<file path="config.mk">
export PLATFORM = sky130hd
export DESIGN_NAME = a2e_isqrt
export DESIGN_NICKNAME = d
export VERILOG_FILES = /design/src/rtl/a2e_pkg.sv /design/src/rtl/a2e_isqrt.sv
export SDC_FILE = /design/constraint.sdc
export NUM_CORES = 2
export LEC_CHECK = 0
export BUFFER_PORTS_ARGS = -buffer_cell sky130_fd_sc_hd__buf_2
export CORE_MARGIN = 3
export CORE_UTILIZATION = 47
export CTS_CLUSTER_DIAMETER = 60
export DETAILED_ROUTE_END_ITERATION = 8
export HOLD_SLACK_MARGIN = 0.05
export PLACE_DENSITY = 0.59
export SETUP_SLACK_MARGIN = 0.2
export SLEW_MARGIN = 40
export SYNTH_ARGS = -nofsm -noshare
export SYNTH_HDL_FRONTEND = slang
export SYNTH_SLANG_ARGS = --single-unit
</file>
<file path="constraint.sdc">
create_clock -name clk -period 7.5 [get_ports clk]
set_clock_uncertainty 0.1 [all_clocks]
set_input_delay 1.125 -clock clk [delete_from_list [all_inputs] [get_ports clk]]
set_output_delay 1.125 -clock clk [all_outputs]
set_load 0.01 [all_outputs]
</file>
<file path="src/rtl/a2e_pkg.sv">
// Shared constants, types and helper functions for the axis-angle to Euler converter.
package a2e_pkg;

  // Width of the sin/cos CORDIC datapath (Q30 plus headroom).
  localparam int ROT_W = 34;
  // Width of the Q30 intermediate products and the atan2 operands.
  localparam int PW = 40;
  // Width inside the vectoring CORDIC (operand width plus gain headroom).
  localparam int VEC_W = PW + 2;
  // Number of result bits of the square root, one per pipeline step.
  localparam int SQ_STEPS = 31;
  localparam int SQ_W = 62;

  localparam logic signed [ROT_W-1:0] ROT_K = 34'sd652032874;
  localparam logic signed [ROT_W-1:0] ONE_ROT = 34'sd1073741824;
  localparam logic signed [PW-1:0] ONE_PW = 40'sd1073741824;
  localparam logic signed [31:0] ONE_32 = 32'sd1073741824;
  localparam logic [60:0] ONE_SQ = 61'd1 << 60;

  localparam logic [31:0] QUARTER_TURN = 32'h4000_0000;
  localparam logic [31:0] HALF_TURN = 32'h8000_0000;
  localparam logic [15:0] QUARTER16 = 16'h4000;
  localparam logic [15:0] MINUS_QUARTER16 = 16'hC000;

  localparam logic [14:0] THRESH_RESET = 15'd16351;

  // Pole case codes.
  localparam logic [1:0] POLE_NONE = 2'd0;
  localparam logic [1:0] POLE_NORTH = 2'd1;
  localparam logic [1:0] POLE_SOUTH = 2'd2;

  // Arctangent of 2^-i in units of 2^-32 turn.
  localparam logic [31:0] ATAN_TAB [0:23] = '{
    32'd536870912, 32'd316933406, 32'd167458907, 32'd85004756, 32'd42667331,
    32'd21354465, 32'd10679838, 32'd5340245, 32'd2670163, 32'd1335087,
    32'd667544, 32'd333772, 32'd166886, 32'd83443, 32'd41722, 32'd20861,
    32'd10430, 32'd5215, 32'd2608, 32'd1304, 32'd652, 32'd326, 32'd163, 32'd81
  };

  // Operands that wait beside the square root.
  typedef struct packed {
    logic signed [PW-1:0] yaw_num;
    logic signed [PW-1:0] yaw_den;
    logic signed [PW-1:0] roll_num;
    logic signed [PW-1:0] roll_den;
    logic signed [31:0]   sin_pitch;
    logic [1:0]           pole;
  } ops_t;

  // Round to nearest by adding half an LSB, then shift right with floor.
  function automatic logic signed [PW-1:0] round_shift(input logic signed [67:0] v,
                                                       input int unsigned n);
    logic signed [67:0] r;
    r = (v + (68'sd1 <<< (n - 1))) >>> n;
    return r[PW-1:0];
  endfunction

  // 32-bit binary angle to 16 bits, rounded and wrapped.
  function automatic logic [15:0] to16(input logic [31:0] a);
    logic [31:0] r;
    r = a + 32'h0000_8000;
    return r[31:16];
  endfunction

endpackage

</file>
<file path="src/rtl/a2e_isqrt.sv">
// Pipelined integer square root, one result bit per stage.
module a2e_isqrt (
  input  logic        clk,
  input  logic        en,
  input  logic [60:0] arg,
  output logic [30:0] root
);
  import a2e_pkg::*;

  logic [SQ_W-1:0] rem [0:SQ_STEPS-1];
  logic [SQ_W-1:0] rt  [0:SQ_STEPS];

  // Entry stage.
  always_ff @(posedge clk) begin
    if (en) begin
      rem[0] <= {1'b0, arg};
      rt[0]  <= '0;
    end
  end

  // Restoring square root, trial bit moving down two places per stage.
  for (genvar k = 0; k < SQ_STEPS; k++) begin : g_step
    localparam logic [SQ_W-1:0] BIT = 62'd1 << (60 - 2 * k);
    logic [SQ_W-1:0] trial;
    logic            take;
    assign trial = rt[k] + BIT;
    assign take  = (rem[k] >= trial);

    always_ff @(posedge clk) begin
      if (en) begin
        rt[k+1] <= take ? (rt[k] >> 1) + BIT : (rt[k] >> 1);
      end
    end

    if (k < SQ_STEPS - 1) begin : g_rem
      always_ff @(posedge clk) begin
        if (en) begin
          rem[k+1] <= take ? rem[k] - trial : rem[k];
        end
      end
    end
  end

  assign root = rt[SQ_STEPS][30:0];

endmodule

</file>
After elaboration in Yosys (flattened, before gate mapping)
Memory sizes are Yosys's and may differ from the RTL's.
Index checks and enable logic that the tools add are counted.
{"block": "totals", "n_memories": 2, "out_inout_bits": 31, "register_bits": 0, "latchBits": 0, "ram_bits": 3906, "romBits": 0}
{"block": "classes", "n_reduce_logical": 0, "n_bitwise": 0, "n_addsub": 92, "mul": 0, "n_mux": 63, "eq_ne": 0, "magnitude_cmp": 31, "shift": 0, "div_mod_pow": 0}
{"memory": "rt", "depth": 32, "word_bits": 62, "rd": 32, "rd_clocked_by_memory_dff": 0, "write_ports": 32, "line_no": "a2e_isqrt.sv:11", "source": "logic [SQ_W-1:0] rt [0:SQ_STEPS];"}
{"memory": "rem", "depth": 31, "word_bits": 62, "rd": 31, "rd_clocked_by_memory_dff": 0, "write_ports": 31, "line_no": "a2e_isqrt.sv:10", "source": "logic [SQ_W-1:0] rem [0:SQ_STEPS-1];"}
{"operator": "$mux W62", "count": 61}
{"operator": "$ge A62 B62 Y1", "count": 31}
{"operator": "$sub A62 B62 Y62", "count": 30}
{"operator": "$add A61 B1 Y62 const B", "count": 1}
{"operator": "$add A61 B11 Y62 const B", "count": 1}
{"operator": "$add A61 B13 Y62 const B", "count": 1}
{"operator": "$add A61 B15 Y62 const B", "count": 1}
{"operator": "$add A61 B17 Y62 const B", "count": 1}
{"operator": "$add A61 B19 Y62 const B", "count": 1}
{"operator": "$add A61 B21 Y62 const B", "count": 1}
{"operator": "$add A61 B23 Y62 const B", "count": 1}
{"operator": "$add A61 B25 Y62 const B", "count": 1}
{"operator": "$add A61 B27 Y62 const B", "count": 1}
{"operator": "$add A61 B29 Y62 const B", "count": 1}
{"operator": "$add A61 B3 Y62 const B", "count": 1}
{"operator": "$add A61 B31 Y62 const B", "count": 1}
{"operator": "$add A61 B33 Y62 const B", "count": 1}
{"operator": "$add A61 B35 Y62 const B", "count": 1}
{"operator": "$add A61 B37 Y62 const B", "count": 1}
{"operator": "$add A61 B39 Y62 const B", "count": 1}
{"operator": "$add A61 B41 Y62 const B", "count": 1}
{"operator": "$add A61 B43 Y62 const B", "count": 1}
{"operator": "$add A61 B45 Y62 const B", "count": 1}
{"operator": "$add A61 B47 Y62 const B", "count": 1}
{"operator": "other kinds (42)", "count": 43}

Logic depth before layout (Yosys ltp)
{"block": "logic_depth", "ltp_word": 3, "mapped_depth": 15, "ltp_nobuf": 13}

Least setup slack after synthesis
Ideal clock, no wire load.
{"block": "synth_path", "kind": "register to register", "start": "memory rem[22][35], in the netlist rem[2][407]", "end": "memory rem[23][44], in the netlist rem[2][478], data pin", "required_time_ns": 7.141, "path_stages_with_launch": 13, "arrival_time_ns": 3.174, "path_buffers": 2, "synth_period_minus_slack_ns": 3.533, "slack_ns": 3.967, "cell_sequence": "edfxtp_1 ha_1 buf_2 nand4_1 or4_1 or4_1 o31a_1 and3_1 nor3b_1 buf_2 nor4_1 nand2_1 xnor2_1"}
{"element": "start: declaration", "line_no": "a2e_isqrt.sv:10"}

==> impl_metrics.py <==
metrics = {
    "route": {
        "viasPerCell": 5.70,
        "dr.pass1.iters": 6,
        "drc": 0,
        "wl_per_cell_um": 21.8,
        "vias": 72055,
        "drt_iter0_drc": 6103,
        "antenna_left": 0,
        "totalWireLength_um": 276000,
    },
    "synthesis": {
        "ys_async_sr_fraction_pct": 0,
        "yosysWarnings": 0,
        "synth_area_leaders": "edfxtp_1, ha_1, xnor2_1, xor2_1, a21oi_1",
        "synth-main-ff-cell": "edfxtp_1",
        "synth_compound_area_share_pct": 9.06,
        "synth_fa_ha_area_share_pct": 5.72,
        "synth_top_family_by_area": "simple AND/OR/NAND/NOR gates",
        "synthSimpleGateAreaFrac_pct": 12.1,
        "synth_top_area_cell": "edfxtp_1",
        "synth_cell_types": 97,
        "yosysTopAreaCellShare_pct": 63.5,
        "synth-edff-count": 2417,
        "ys_seq_elements": 2417,
        "syn_area_per_cell_um2": 12.7,
        "synthTopCellsByCount": "edfxtp_1, inv_1, nand2_1",
        "synthMuxAreaShare_pct": 0.787,
        "syn_inst": 8993,
        "ys_seq_area_share_pct": 63.5,
        "synth_xor_area_share_pct": 6.18,
        "yosysMostFrequentCell": "edfxtp_1",
        "netlist_area_um2": 114000,
    },
    "clocking": {
        "cts-root-buf": "clkbuf_16",
        "cts_resized": 0,
        "cts_hold_buf": 0,
        "clock_sinks": 2417,
        "cts_setup_buffers": 0,
        "numCtsBuffers": 288,
        "worstSkewPairLatency_ps": 950,
        "max-clock-path-buffers": 4,
        "clk_pin_slew_ps": 60,
        "htreeDepth": 5,
        "tritoncts": "done",
    },
    "layout": {
        "multi_input_area_um2": 38900,
        "drive_gt1_share_pct": 7.86,
        "area_growth_pct": 11.9,
        "instances_no_fill": 12648,
        "fin_nets": 9843,
        "design_area_um2": 128000,
        "nFillCells": 20148,
        "regArea_um2": 72600,
    },
    "timing": {
        "finalCritPeriodShare_pct": 63.4,
        "grt_setup_unrepaired": "false",
        "slew_viol_final": 0,
        "setup_violations": 0,
        "relSlewSlack_pct": 36.7,
        "period_minus_slack_ps": 4760,
        "tns_ps": 0,
        "fmax_mhz": 210,
        "worst_pin_slew_ps": 941,
        "final_hold_viol_count": 0,
    },
    "critical_path": {
        "critPathMaxFanout": 33,
        "cp-endpoint": "rem[3][367]$_DFFE_PP_",
        "reg2reg_from": "rt[7][6]$_DFFE_PP_",
        "critPathCaptureType": "flop",
        "r2r_slack_ps": 2740,
        "worst_ep_required_time_ps": 8000,
        "cp-startpoint": "rt[7][6]$_DFFE_PP_",
        "critical_path_arrival_ps": 5260,
        "crit_type": "flop to flop",
        "rr_endpoint": "rem[3][367]$_DFFE_PP_",
        "reg2regPathDepth": 15,
        "crit_path_start_kind": "flop",
    },
    "placement": {
        "placed_cell_area_um2": 119000,
        "dp_hpwl_um": 204000,
        "globalplace.congestion": 0.910,
        "place_inst": 12151,
        "io_buffers": 93,
    },
    "floorplan": {
        "fp.dieW_um": 499,
        "dieArea_um2": 249000,
        "num_rows": 180,
        "core_region_area_um2": 241000,
        "start_util_pct": 47.4,
        "chipHeight_um": 499,
        "boundaryPins": 94,
    },
    "grt": {
        "grt_pass1_vias": 70167,
        "grt_pass1_wl_um": 420000,
        "antenna_found_initial": 9,
        "globalRouteOverflowTotal": 0,
        "grt_max_degree": 143,
        "grt_usage_pct": 21.7,
    },
    "power_and_ir_drop": {
        "p_leak_nw": 47.8,
        "p_per_area_nw_per_um2": 308,
        "ir_worst_vdd_mv": 0.233,
    },
    "job": {
        "drv_cap": 0,
    },
    "run_status": {
        "status": "finished clean",
    },
    "min_path": {
        "hp-class": "primary input to flop",
    },
}
[layout make-up]
type                       instances  area share, %
clock inverter                   152           1.11
inverter                         644           1.89
multi-input combinational       5752           30.4
timing repair buffer             154          0.931
sequential                      2417           56.7
antenna                            3        0.00586
clock buffer                     341           5.87
tap                             3185           3.11
[registers in the layout (all words and copies together), names as in the netlist]
signal,count
rem,1921
rt,496
[worst min path at each step]
stage	startpoint	endpoint	slack [ps]	depth (start not counted)
after global placement	rem[0][45]$_DFFE_PP_	rem[0][107]$_DFFE_PP_	300	0
after global routing	arg[45]	rem[0][45]$_DFFE_PP_	180	1
after floorplan	rem[0][38]$_DFFE_PP_	rem[0][100]$_DFFE_PP_	300	0
after detailed placement	rem[0][46]$_DFFE_PP_	rem[0][108]$_DFFE_PP_	300	0
final	arg[50]	rem[0][50]$_DFFE_PP_	250	1
after CTS	arg[50]	rem[0][50]$_DFFE_PP_	160	1
[placed cells by master (no fill, tap or decap), drive strengths merged, types with 15 or more instances in the layout]
| master | n |
|---|---|
| a21o | 223 |
| a31oi | 33 |
| edfxtp | 2417 |
| nor3 | 262 |
| a21boi | 24 |
| nor2 | 564 |
| clkbuf | 341 |
| ha | 523 |
| o21bai | 28 |
| nand4 | 148 |
| nand3b | 30 |
| nor3b | 27 |
| nand2b | 93 |
| nand3 | 158 |
| buf | 154 |
| inv | 656 |
| or4 | 51 |
| or2 | 31 |
| nor2b | 82 |
| clkinv | 102 |
| a21oi | 500 |
| nand4b | 21 |
| mux2 | 71 |
| nand2 | 621 |
| nor4b | 46 |
| or3 | 102 |
| and2 | 41 |
| xnor2 | 414 |
| o31ai | 43 |
| xor2 | 393 |
| and4 | 16 |
| and3 | 43 |
| nor4 | 314 |
| o21a | 116 |
| clkinvlp | 17 |
| a211oi | 42 |
| o21ai | 447 |
| o211ai | 29 |
| bufinv | 21 |
| a2111oi | 15 |
[layer usage]
| metal | global-route usage (%) | vias to the layer above | wire length [um] |
|---|---|---|---|
| met5 | 0 | - | 0 |
| met4 | 5.38 | 0 | 6410 |
| met3 | 3.14 | 428 | 14300 |
| met2 | 35.9 | 1824 | 132000 |
| met1 | 30.3 | 35578 | 123000 |
| li1 | - | 34225 | - |
[critical path, cell delays in order, from the launching register on]
cell	delay (ps)
edfxtp_1	390
inv_1	60
ha_1	340
nor2b_1	160
o21a_1	180
o21a_1	200
o311ai_0	770
nand3_1	270
a41o_1	360
a21oi_2	150
buf_4	310
clkinv_2	280
buf_4	330
nand2_1	240
a2111oi_0	120
xor2_1	180
[logic make-up (layout without fill, tap and decap cells)]
family / count (synthesis) / in the layout
XOR/XNOR: 807 / 807
adder cells (fa/ha/maj): 523 / 523
multiplexers: 81 / 81
AND/OR/NAND/NOR: 2678 / 2678
other: 1 / 5
flip-flops: 2417 / 2417
AO/OA/AOI/OAI: 1661 / 1661
buffers and inverters: 825 / 1291
[per-stage QoR]
stage               hold WS, ps  utilization, %  setup slack, ps  total power, mW
detailed placement          305            49.3             2950             26.3
global placement            303            49.3             2540             26.2
floorplan                   300               -             3970             23.6
global route                177            53.1             2570             41.3
finish                      250            53.1             2740             39.4
CTS                         163            53.0             2890             39.7
[report_power, final]
group,total (mW),internal (mW),switching (mW),leakage (nW)
clock,13.3,7.88,5.38,4.36
combinational,7.68,3.12,4.56,20.2
sequential,18.5,17.1,1.39,23.2
Note: power is estimated with default switching activity, not from simulation.
