==> config.mk <==
export PLATFORM = sky130hd
export DESIGN_NAME = a2e_rot_cordic
export DESIGN_NICKNAME = d
export VERILOG_FILES = /design/src/rtl/a2e_pkg.sv /design/src/rtl/a2e_rot_cordic.sv
export SDC_FILE = /design/constraint.sdc
export NUM_CORES = 2
export LEC_CHECK = 0
export ABC_CLOCK_PERIOD_IN_PS = 6300
export BUFFER_PORTS_ARGS = -buffer_cell sky130_fd_sc_hd__buf_2
export CORE_UTILIZATION = 59
export CTS_BUF_LIST = sky130_fd_sc_hd__clkbuf_16
export DETAILED_ROUTE_END_ITERATION = 10
export GPL_ROUTABILITY_DRIVEN = 0
export PLACE_DENSITY = 0.78
export SLEW_MARGIN = 20
export SYNTH_ARGS = -nofsm -noshare
export SYNTH_HDL_FRONTEND = slang
export SYNTH_SLANG_ARGS = --single-unit
==> constraint.sdc <==
create_clock -name clk -period 6.3 [get_ports clk]
set_clock_uncertainty 0.05 [all_clocks]
set_input_delay 1.575 -clock clk [delete_from_list [all_inputs] [get_ports clk]]
set_output_delay 1.575 -clock clk [all_outputs]
set_load 0.05 [all_outputs]
==> src/rtl/a2e_pkg.sv <==
// Shared constants, types and helper functions for the axis-angle to Euler converter.
package a2e_pkg;

  // Width of the sin/cos CORDIC datapath (Q30 plus headroom).
  localparam int ROT_W = 34;
  // Width of the Q30 intermediate products and the atan2 operands.
  localparam int PW = 40;
  // Width inside the vectoring CORDIC (operand width plus gain headroom).
  localparam int VEC_W = PW + 2;
  // Number of result bits of the square root, one per pipeline step.
  localparam int SQ_STEPS = 31;
  localparam int SQ_W = 62;

  localparam logic signed [ROT_W-1:0] ROT_K = 34'sd652032874;
  localparam logic signed [ROT_W-1:0] ONE_ROT = 34'sd1073741824;
  localparam logic signed [PW-1:0] ONE_PW = 40'sd1073741824;
  localparam logic signed [31:0] ONE_32 = 32'sd1073741824;
  localparam logic [60:0] ONE_SQ = 61'd1 << 60;

  localparam logic [31:0] QUARTER_TURN = 32'h4000_0000;
  localparam logic [31:0] HALF_TURN = 32'h8000_0000;
  localparam logic [15:0] QUARTER16 = 16'h4000;
  localparam logic [15:0] MINUS_QUARTER16 = 16'hC000;

  localparam logic [14:0] THRESH_RESET = 15'd16351;

  // Pole case codes.
  localparam logic [1:0] POLE_NONE = 2'd0;
  localparam logic [1:0] POLE_NORTH = 2'd1;
  localparam logic [1:0] POLE_SOUTH = 2'd2;

  // Arctangent of 2^-i in units of 2^-32 turn.
  localparam logic [31:0] ATAN_TAB [0:23] = '{
    32'd536870912, 32'd316933406, 32'd167458907, 32'd85004756, 32'd42667331,
    32'd21354465, 32'd10679838, 32'd5340245, 32'd2670163, 32'd1335087,
    32'd667544, 32'd333772, 32'd166886, 32'd83443, 32'd41722, 32'd20861,
    32'd10430, 32'd5215, 32'd2608, 32'd1304, 32'd652, 32'd326, 32'd163, 32'd81
  };

  // Operands that wait beside the square root.
  typedef struct packed {
    logic signed [PW-1:0] yaw_num;
    logic signed [PW-1:0] yaw_den;
    logic signed [PW-1:0] roll_num;
    logic signed [PW-1:0] roll_den;
    logic signed [31:0]   sin_pitch;
    logic [1:0]           pole;
  } ops_t;

  // Round to nearest by adding half an LSB, then shift right with floor.
  function automatic logic signed [PW-1:0] round_shift(input logic signed [67:0] v,
                                                       input int unsigned n);
    logic signed [67:0] r;
    r = (v + (68'sd1 <<< (n - 1))) >>> n;
    return r[PW-1:0];
  endfunction

  // 32-bit binary angle to 16 bits, rounded and wrapped.
  function automatic logic [15:0] to16(input logic [31:0] a);
    logic [31:0] r;
    r = a + 32'h0000_8000;
    return r[31:16];
  endfunction

endpackage

==> src/rtl/a2e_rot_cordic.sv <==
// Pipelined rotation-mode CORDIC giving sine and cosine of a 32-bit binary angle.
module a2e_rot_cordic #(
  parameter int STAGES = 16
) (
  input  logic                              clk,
  input  logic                              en,
  input  logic [31:0]                       angle,
  output logic signed [a2e_pkg::ROT_W-1:0] sin_out,
  output logic signed [a2e_pkg::ROT_W-1:0] cos_out
);
  import a2e_pkg::*;

  logic [31:0] shifted;
  logic        flip_in;
  logic [31:0] folded;

  logic signed [ROT_W-1:0] xr [0:STAGES];
  logic signed [ROT_W-1:0] yr [0:STAGES];
  logic signed [ROT_W-1:0] zr [0:STAGES-1];
  logic [STAGES:0]         fr;

  // Fold the angle into the right half plane; the result is negated later.
  assign shifted = angle + QUARTER_TURN;
  assign flip_in = shifted[31];
  assign folded  = flip_in ? {~angle[31], angle[30:0]} : angle;

  // Entry stage: start vector is the gain-compensated unit on the x axis.
  always_ff @(posedge clk) begin
    if (en) begin
      xr[0] <= ROT_K;
      yr[0] <= '0;
      zr[0] <= $signed({{(ROT_W-32){folded[31]}}, folded});
      fr[0] <= flip_in;
    end
  end

  // One micro-rotation per stage.
  for (genvar i = 0; i < STAGES; i++) begin : g_stage
    logic signed [ROT_W-1:0] xs;
    logic signed [ROT_W-1:0] ys;
    logic signed [ROT_W-1:0] at;
    assign xs = xr[i] >>> i;
    assign ys = yr[i] >>> i;
    assign at = $signed({{(ROT_W-32){1'b0}}, ATAN_TAB[i]});

    always_ff @(posedge clk) begin
      if (en) begin
        fr[i+1] <= fr[i];
        if (!zr[i][ROT_W-1]) begin
          xr[i+1] <= xr[i] - ys;
          yr[i+1] <= yr[i] + xs;
        end else begin
          xr[i+1] <= xr[i] + ys;
          yr[i+1] <= yr[i] - xs;
        end
      end
    end

    if (i < STAGES - 1) begin : g_z
      always_ff @(posedge clk) begin
        if (en) begin
          zr[i+1] <= zr[i][ROT_W-1] ? zr[i] + at : zr[i] - at;
        end
      end
    end
  end

  // Undo the fold by negating both outputs.
  always_ff @(posedge clk) begin
    if (en) begin
      sin_out <= fr[STAGES] ? -yr[STAGES] : yr[STAGES];
      cos_out <= fr[STAGES] ? -xr[STAGES] : xr[STAGES];
    end
  end

endmodule

Word-level counts from Yosys, hierarchy flattened:

Memories as Yosys holds them, arrays and structs flattened.
Index checks and enable logic that the tools add are counted.

* flip-flop bits (word level): 85
* memory bits (writable): 1700
* output and inout bits: 68
* word-level logic and storage cells: 299
* memories kept: 3

* add/subtract/negate cells: 96
* multiplexer cells: 148
* bitwise operators: 33

Memories
* xr: words 17, width 34, read ports 17, clocked after Yosys merged registers in 0, wr ports 17, line a2e_rot_cordic.sv:17 `logic signed [ROT_W-1:0] xr [0:STAGES];`
* yr: words 17, width 34, read ports 17, clocked after Yosys merged registers in 0, wr ports 17, line a2e_rot_cordic.sv:18 `logic signed [ROT_W-1:0] yr [0:STAGES];`
* zr: words 16, width 34, read ports 16, clocked after Yosys merged registers in 0, wr ports 16, line a2e_rot_cordic.sv:19 `logic signed [ROT_W-1:0] zr [0:STAGES-1];`

Operator list (count)
* 34-bit 2-to-1 mux: 49
* 1-bit 2-to-1 mux: 98
* 34-bit by 19-bit adder with 34-bit output: 2
* 34-bit by 20-bit adder with 34-bit output: 2
* 34-bit by 21-bit adder with 34-bit output: 2
* 34-bit by 22-bit adder with 34-bit output: 2
* 34-bit by 23-bit adder with 34-bit output: 2
* 34-bit by 24-bit adder with 34-bit output: 2
* 34-bit by 25-bit adder with 34-bit output: 2
* 34-bit by 26-bit adder with 34-bit output: 2
* 34-bit by 27-bit adder with 34-bit output: 2
* 34-bit by 28-bit adder with 34-bit output: 2
* 34-bit by 29-bit adder with 34-bit output: 2
* 34-bit by 30-bit adder with 34-bit output: 2
* 34-bit by 31-bit adder with 34-bit output: 2
* 34-bit by 32-bit adder with 34-bit output: 2
* 34-bit by 33-bit adder with 34-bit output: 2
* 34-bit negator: 2
* 34-bit by 19-bit subtractor with 34-bit output: 2
* 34-bit by 20-bit subtractor with 34-bit output: 2
* 34-bit by 21-bit subtractor with 34-bit output: 2
* 34-bit by 22-bit subtractor with 34-bit output: 2
* 34-bit by 23-bit subtractor with 34-bit output: 2
* 34-bit by 24-bit subtractor with 34-bit output: 2
* 45 further kinds: 86

Depth between registers and ports, before layout:

An unclocked memory read counts as a cell.

* word-level depth: 5
* gate-level depth with buffers: 21
* mapped depth without buffers: 21

Worst setup path after synthesis:

No wires, ideal clock.

* kind: input to register
* from: input en
* to: memory xr[10][33] (data pin)
* setup time: 0.260 ns
* data arrival time: 5.942 ns
* data required time: 5.990 ns
* slack: 0.049 ns
* cell stages on the path: 19
* cell sequence: clkbuf_1 clkbuf_1 clkbuf_1 clkbuf_1 nand2_1 clkbuf_1 o21ai_0 ha_1 a21oi_1 nor2_1 o311a_1 o21ai_0 a31oi_1 a2111oi_0 o31ai_1 or4_1 a31o_2 a21oi_1 xnor2_1

RTL lines
* start: declaration: line a2e_rot_cordic.sv:6 `input logic en,`
* end: declaration: line a2e_rot_cordic.sv:17

==> summary.md <==
| Metric | Value |
|---|---|
| Outcome | `complete, no violations` |
| Die H | `468 um` |
| Synth top area cells | `edfxtp_1, ha_1, xnor2_1` |
| Gate Count Post-Synth | `13100` |
| Nets | `14800` |
| Post-synthesis adder-cell area fraction | `14.3%` |
| Vias post-DR | `104000` |
| Post-synthesis mux area share | `0.824%` |
| Setup Fix Bufs, Post-CTS | `0` |
| Post-Syn Area | `0.128 mm^2` |
| Area Growth Syn to Fin | `8.11%` |
| Post-synthesis simple-gate area fraction | `12.5%` |
| Worst-path fanout max | `5` |
| CTS tree | `built` |
| Dominant synthesized flop cell | `edfxtp_1` |
| Detailed Route Iter0 Violations | `9125` |
| Fin crit share | `91.6%` |
| Hold_buf cts | `0` |
| Antenna-violating nets left | `0` |
| Synth Area in XOR/XNOR | `13.0%` |
| Post-synth EDFFs | `1586` |
| Max-cap violations | `0` |
| Clock Path Buffers | `3` |
| CP dominant cell by count | `o21ai_0` |
| Final min period | `5.77 ns` |
| Chip width | `468 um` |
| Main combinational cell family by area after synthesis | `compound AO/OA/AOI/OAI gates` |
| GR Util All Layers | `28.5%` |
| Distinct cell type count of the synthesized netlist | `95` |
| Unrepaired setup endpoints after global routing | `no` |
| Async SR Flop Fraction | `0%` |
| Achievable Freq | `173 MHz` |
| Setup-failing EPs final | `0` |
| Clock Latency Late Sink | `0.86 ns` |
| Setup TNS | `0 ns` |
| Routed WL per cell | `19.7 um` |
| DRT Wirelength | `321000 um` |
| Initial Util | `59.6%` |
| Synth top area share | `37.2%` |
| HPWL Detailed | `249000 um` |
| DR pass1 iterations | `7` |
| Part of the Yosys area used for sequential elements | `37.2%` |
| CTS Buf Count | `176` |
| Hold Crit Class | `reg -> reg` |
| Global-route wire length before repair | `512000 um` |
| Post-synthesis compound-gate area fraction | `20.1%` |
| Sink Count | `1586` |
| Avg Vias per Cell | `6.36` |
| Vias in the first global route | `101000` |
| Cell total after placement | `16000` |
| Fill count | `16500` |
| CP max-delay cell | `nor3_1` |
| Arrival @ worst endpoint | `6.29 ns` |
| Synth area leader | `edfxtp_1` |
| Non-Filler Instances | `16300` |
| Residual DRC | `0` |
| Crit-path leading delay family | `compound AO/OA/AOI/OAI gates` |
| Hold Vio Cnt, Final | `0` |
| CP Capture Type | `register` |
| Die area | `0.219 mm^2` |
| # rows | `170` |
| Flops & latches, synth | `1586` |
| Worst Max-Slew Pin Slew | `1.17 ns` |
| Placeable Area | `0.215 mm^2` |
| Post-Synthesis Net Count | `14600` |
| Top Ports | `102` |
| Critical setup path kind | `reg -> reg` |
| Slew HR | `21.7%` |
| Max incr delay on CP | `0.79 ns` |
| PostCTS Resize Cnt | `0` |
| Critical-path cell list | `inv_1 -> ha_1 -> nand2b_1 -> nor3_1 -> nand2_1 -> or2_2 -> o21ai_0 -> xor2_1 -> ha_1 -> a21o_1 -> a21oi_1 -> o21ai_0 -> o41ai_1 -> a31oi_1 -> a311oi_1 -> o21ai_0 -> a21oi_1 -> xnor2_1` |
| Largest net degree at the start of global routing | `180` |
| Mean post-synth cell area | `9.78 um^2` |
| Max-slew violations | `0` |
| Ys Warns | `0` |
| Number of port buffers | `101` |
| Global route total overflow | `0` |
| Buffer and inverter count on the worst path | `1` |
| CP Launch Type | `register` |
| H-tree depth | `4` |
| Antenna violations before repair | `2` |
| Crit path required time | `6.82 ns` |
| Layout cell share with drive strength beyond 1 | `5.16%` |
| Clk slew on worst S/H paths | `0.06 ns` |
| CTS Root Cell | `clkbuf_16` |
[registers in the layout (all words and copies together) (netlist names)]
name     cells
sin_out     34
fr          17
xr         484
yr         511
zr         506
cos_out     34
[through the flow]
| stage | setup slack [ns] | hold WS (ns) | cell area, um^2 | util, % |
|---|---|---|---|---|
| final | 0.529 | 0.365 | 139000 | 64.4 |
| after detailed placement | 0.135 | 0.355 | 133000 | 61.6 |
| after global placement | 0.202 | 0.352 | 133000 | 61.6 |
| after floorplan | 0.0488 | 0.350 | 128000 | - |
| after CTS | 0.663 | 0.367 | 139000 | 64.4 |
| after global routing | 0.247 | 0.374 | 139000 | 64.4 |
[routing by layer]
metal,up-vias,global-route usage (%),routed length (um)
met2,4141,50.6,158000
met1,49100,33.8,126000
met5,-,0,11
met4,2,14.2,16200
li1,49300,-,-
met3,1064,3.64,20600
[cell usage after synthesis (all sizes together) (22+ instances only)]
| master | n |
|---|---|
| ha | 1393 |
| xor2 | 611 |
| a211o | 24 |
| xnor2 | 1287 |
| edfxtp | 1586 |
| o41ai | 75 |
| and3 | 121 |
| nor2b | 173 |
| inv | 506 |
| o21a | 209 |
| a221oi | 29 |
| o21ai | 733 |
| and2 | 69 |
| clkbuf | 186 |
| or2 | 67 |
| or4 | 63 |
| a21boi | 45 |
| a211oi | 112 |
| fa | 46 |
| nand4 | 83 |
| o211ai | 53 |
| a21oi | 1345 |
| buf | 29 |
| nand3 | 220 |
| mux2i | 56 |
| nand2 | 741 |
| o31ai | 164 |
| a21o | 669 |
| nand2b | 203 |
| nand3b | 31 |
| or3 | 100 |
| nor3 | 301 |
| o31a | 42 |
| nor4 | 83 |
| nor2 | 993 |
| o21bai | 164 |
| a2111oi | 23 |
| a31o | 25 |
| a31oi | 119 |
| o22ai | 22 |
| mux2 | 44 |
[cells in the final DEF, fill, tap and decap left out, drive strengths merged, types with 45 or more instances in the layout]
cell type / n
nor2: 993
a21boi: 45
a21oi: 1345
inv: 543
nand4: 83
buf: 239
a31oi: 119
o211ai: 53
or3: 100
nand2b: 203
fa: 46
xor2: 611
and2: 69
xnor2: 1287
o21ai: 733
nand2: 741
edfxtp: 1586
mux2i: 56
o21bai: 164
o21a: 209
or2: 67
or4: 63
nand3: 220
a21o: 669
clkinv: 84
o31ai: 164
a211oi: 112
and3: 121
nor2b: 173
o41ai: 75
nor4: 83
clkbuf: 179
ha: 1393
nor3: 301
[worst reg2reg max path, stage by stage (launching register included)]
cell	delay, ns
edfxtp_1	0.52
inv_1	0.12
ha_1	0.18
nand2b_1	0.12
nor3_1	0.79
nand2_1	0.15
or2_2	0.34
o21ai_0	0.23
xor2_1	0.25
ha_1	0.35
a21o_1	0.21
a21oi_1	0.16
o21ai_0	0.18
o41ai_1	0.57
a31oi_1	0.27
a311oi_1	0.54
o21ai_0	0.17
a21oi_1	0.22
xnor2_1	0.09
[final timing paths]
check,slack (ns),depth (start not counted),to,start
worst min register to register,0.37,0,fr[14],fr[13]
worst max-delay path,0.53,18,yr[11][33],xr[10][10]
worst min-delay path,0.37,0,fr[14],fr[13]
worst max register to register,0.53,18,yr[11][33],xr[10][10]
[layout make-up]
class	count	area [um^2]	share of cell area [%]
sequential	1586	47600	34.4
multi-input combinational	10800	77800	56.2
inverter	508	1910	1.38
timing repair buffer	239	1620	1.17
antenna	3	7.51	0.00542
clock buffer	179	4480	3.23
tap	2838	3550	2.56
clock inverter	151	1580	1.14
[logic make-up after synthesis]
kind of cell	after synthesis
mux	100
flops	1586
xor+xnor	1898
buf+inv	723
fa+ha+maj	1439
simple gates	3310
compound gates	4050
Power is not shown: default switching activity piles up to over one toggle a cycle in this logic, so the estimate is an artifact.
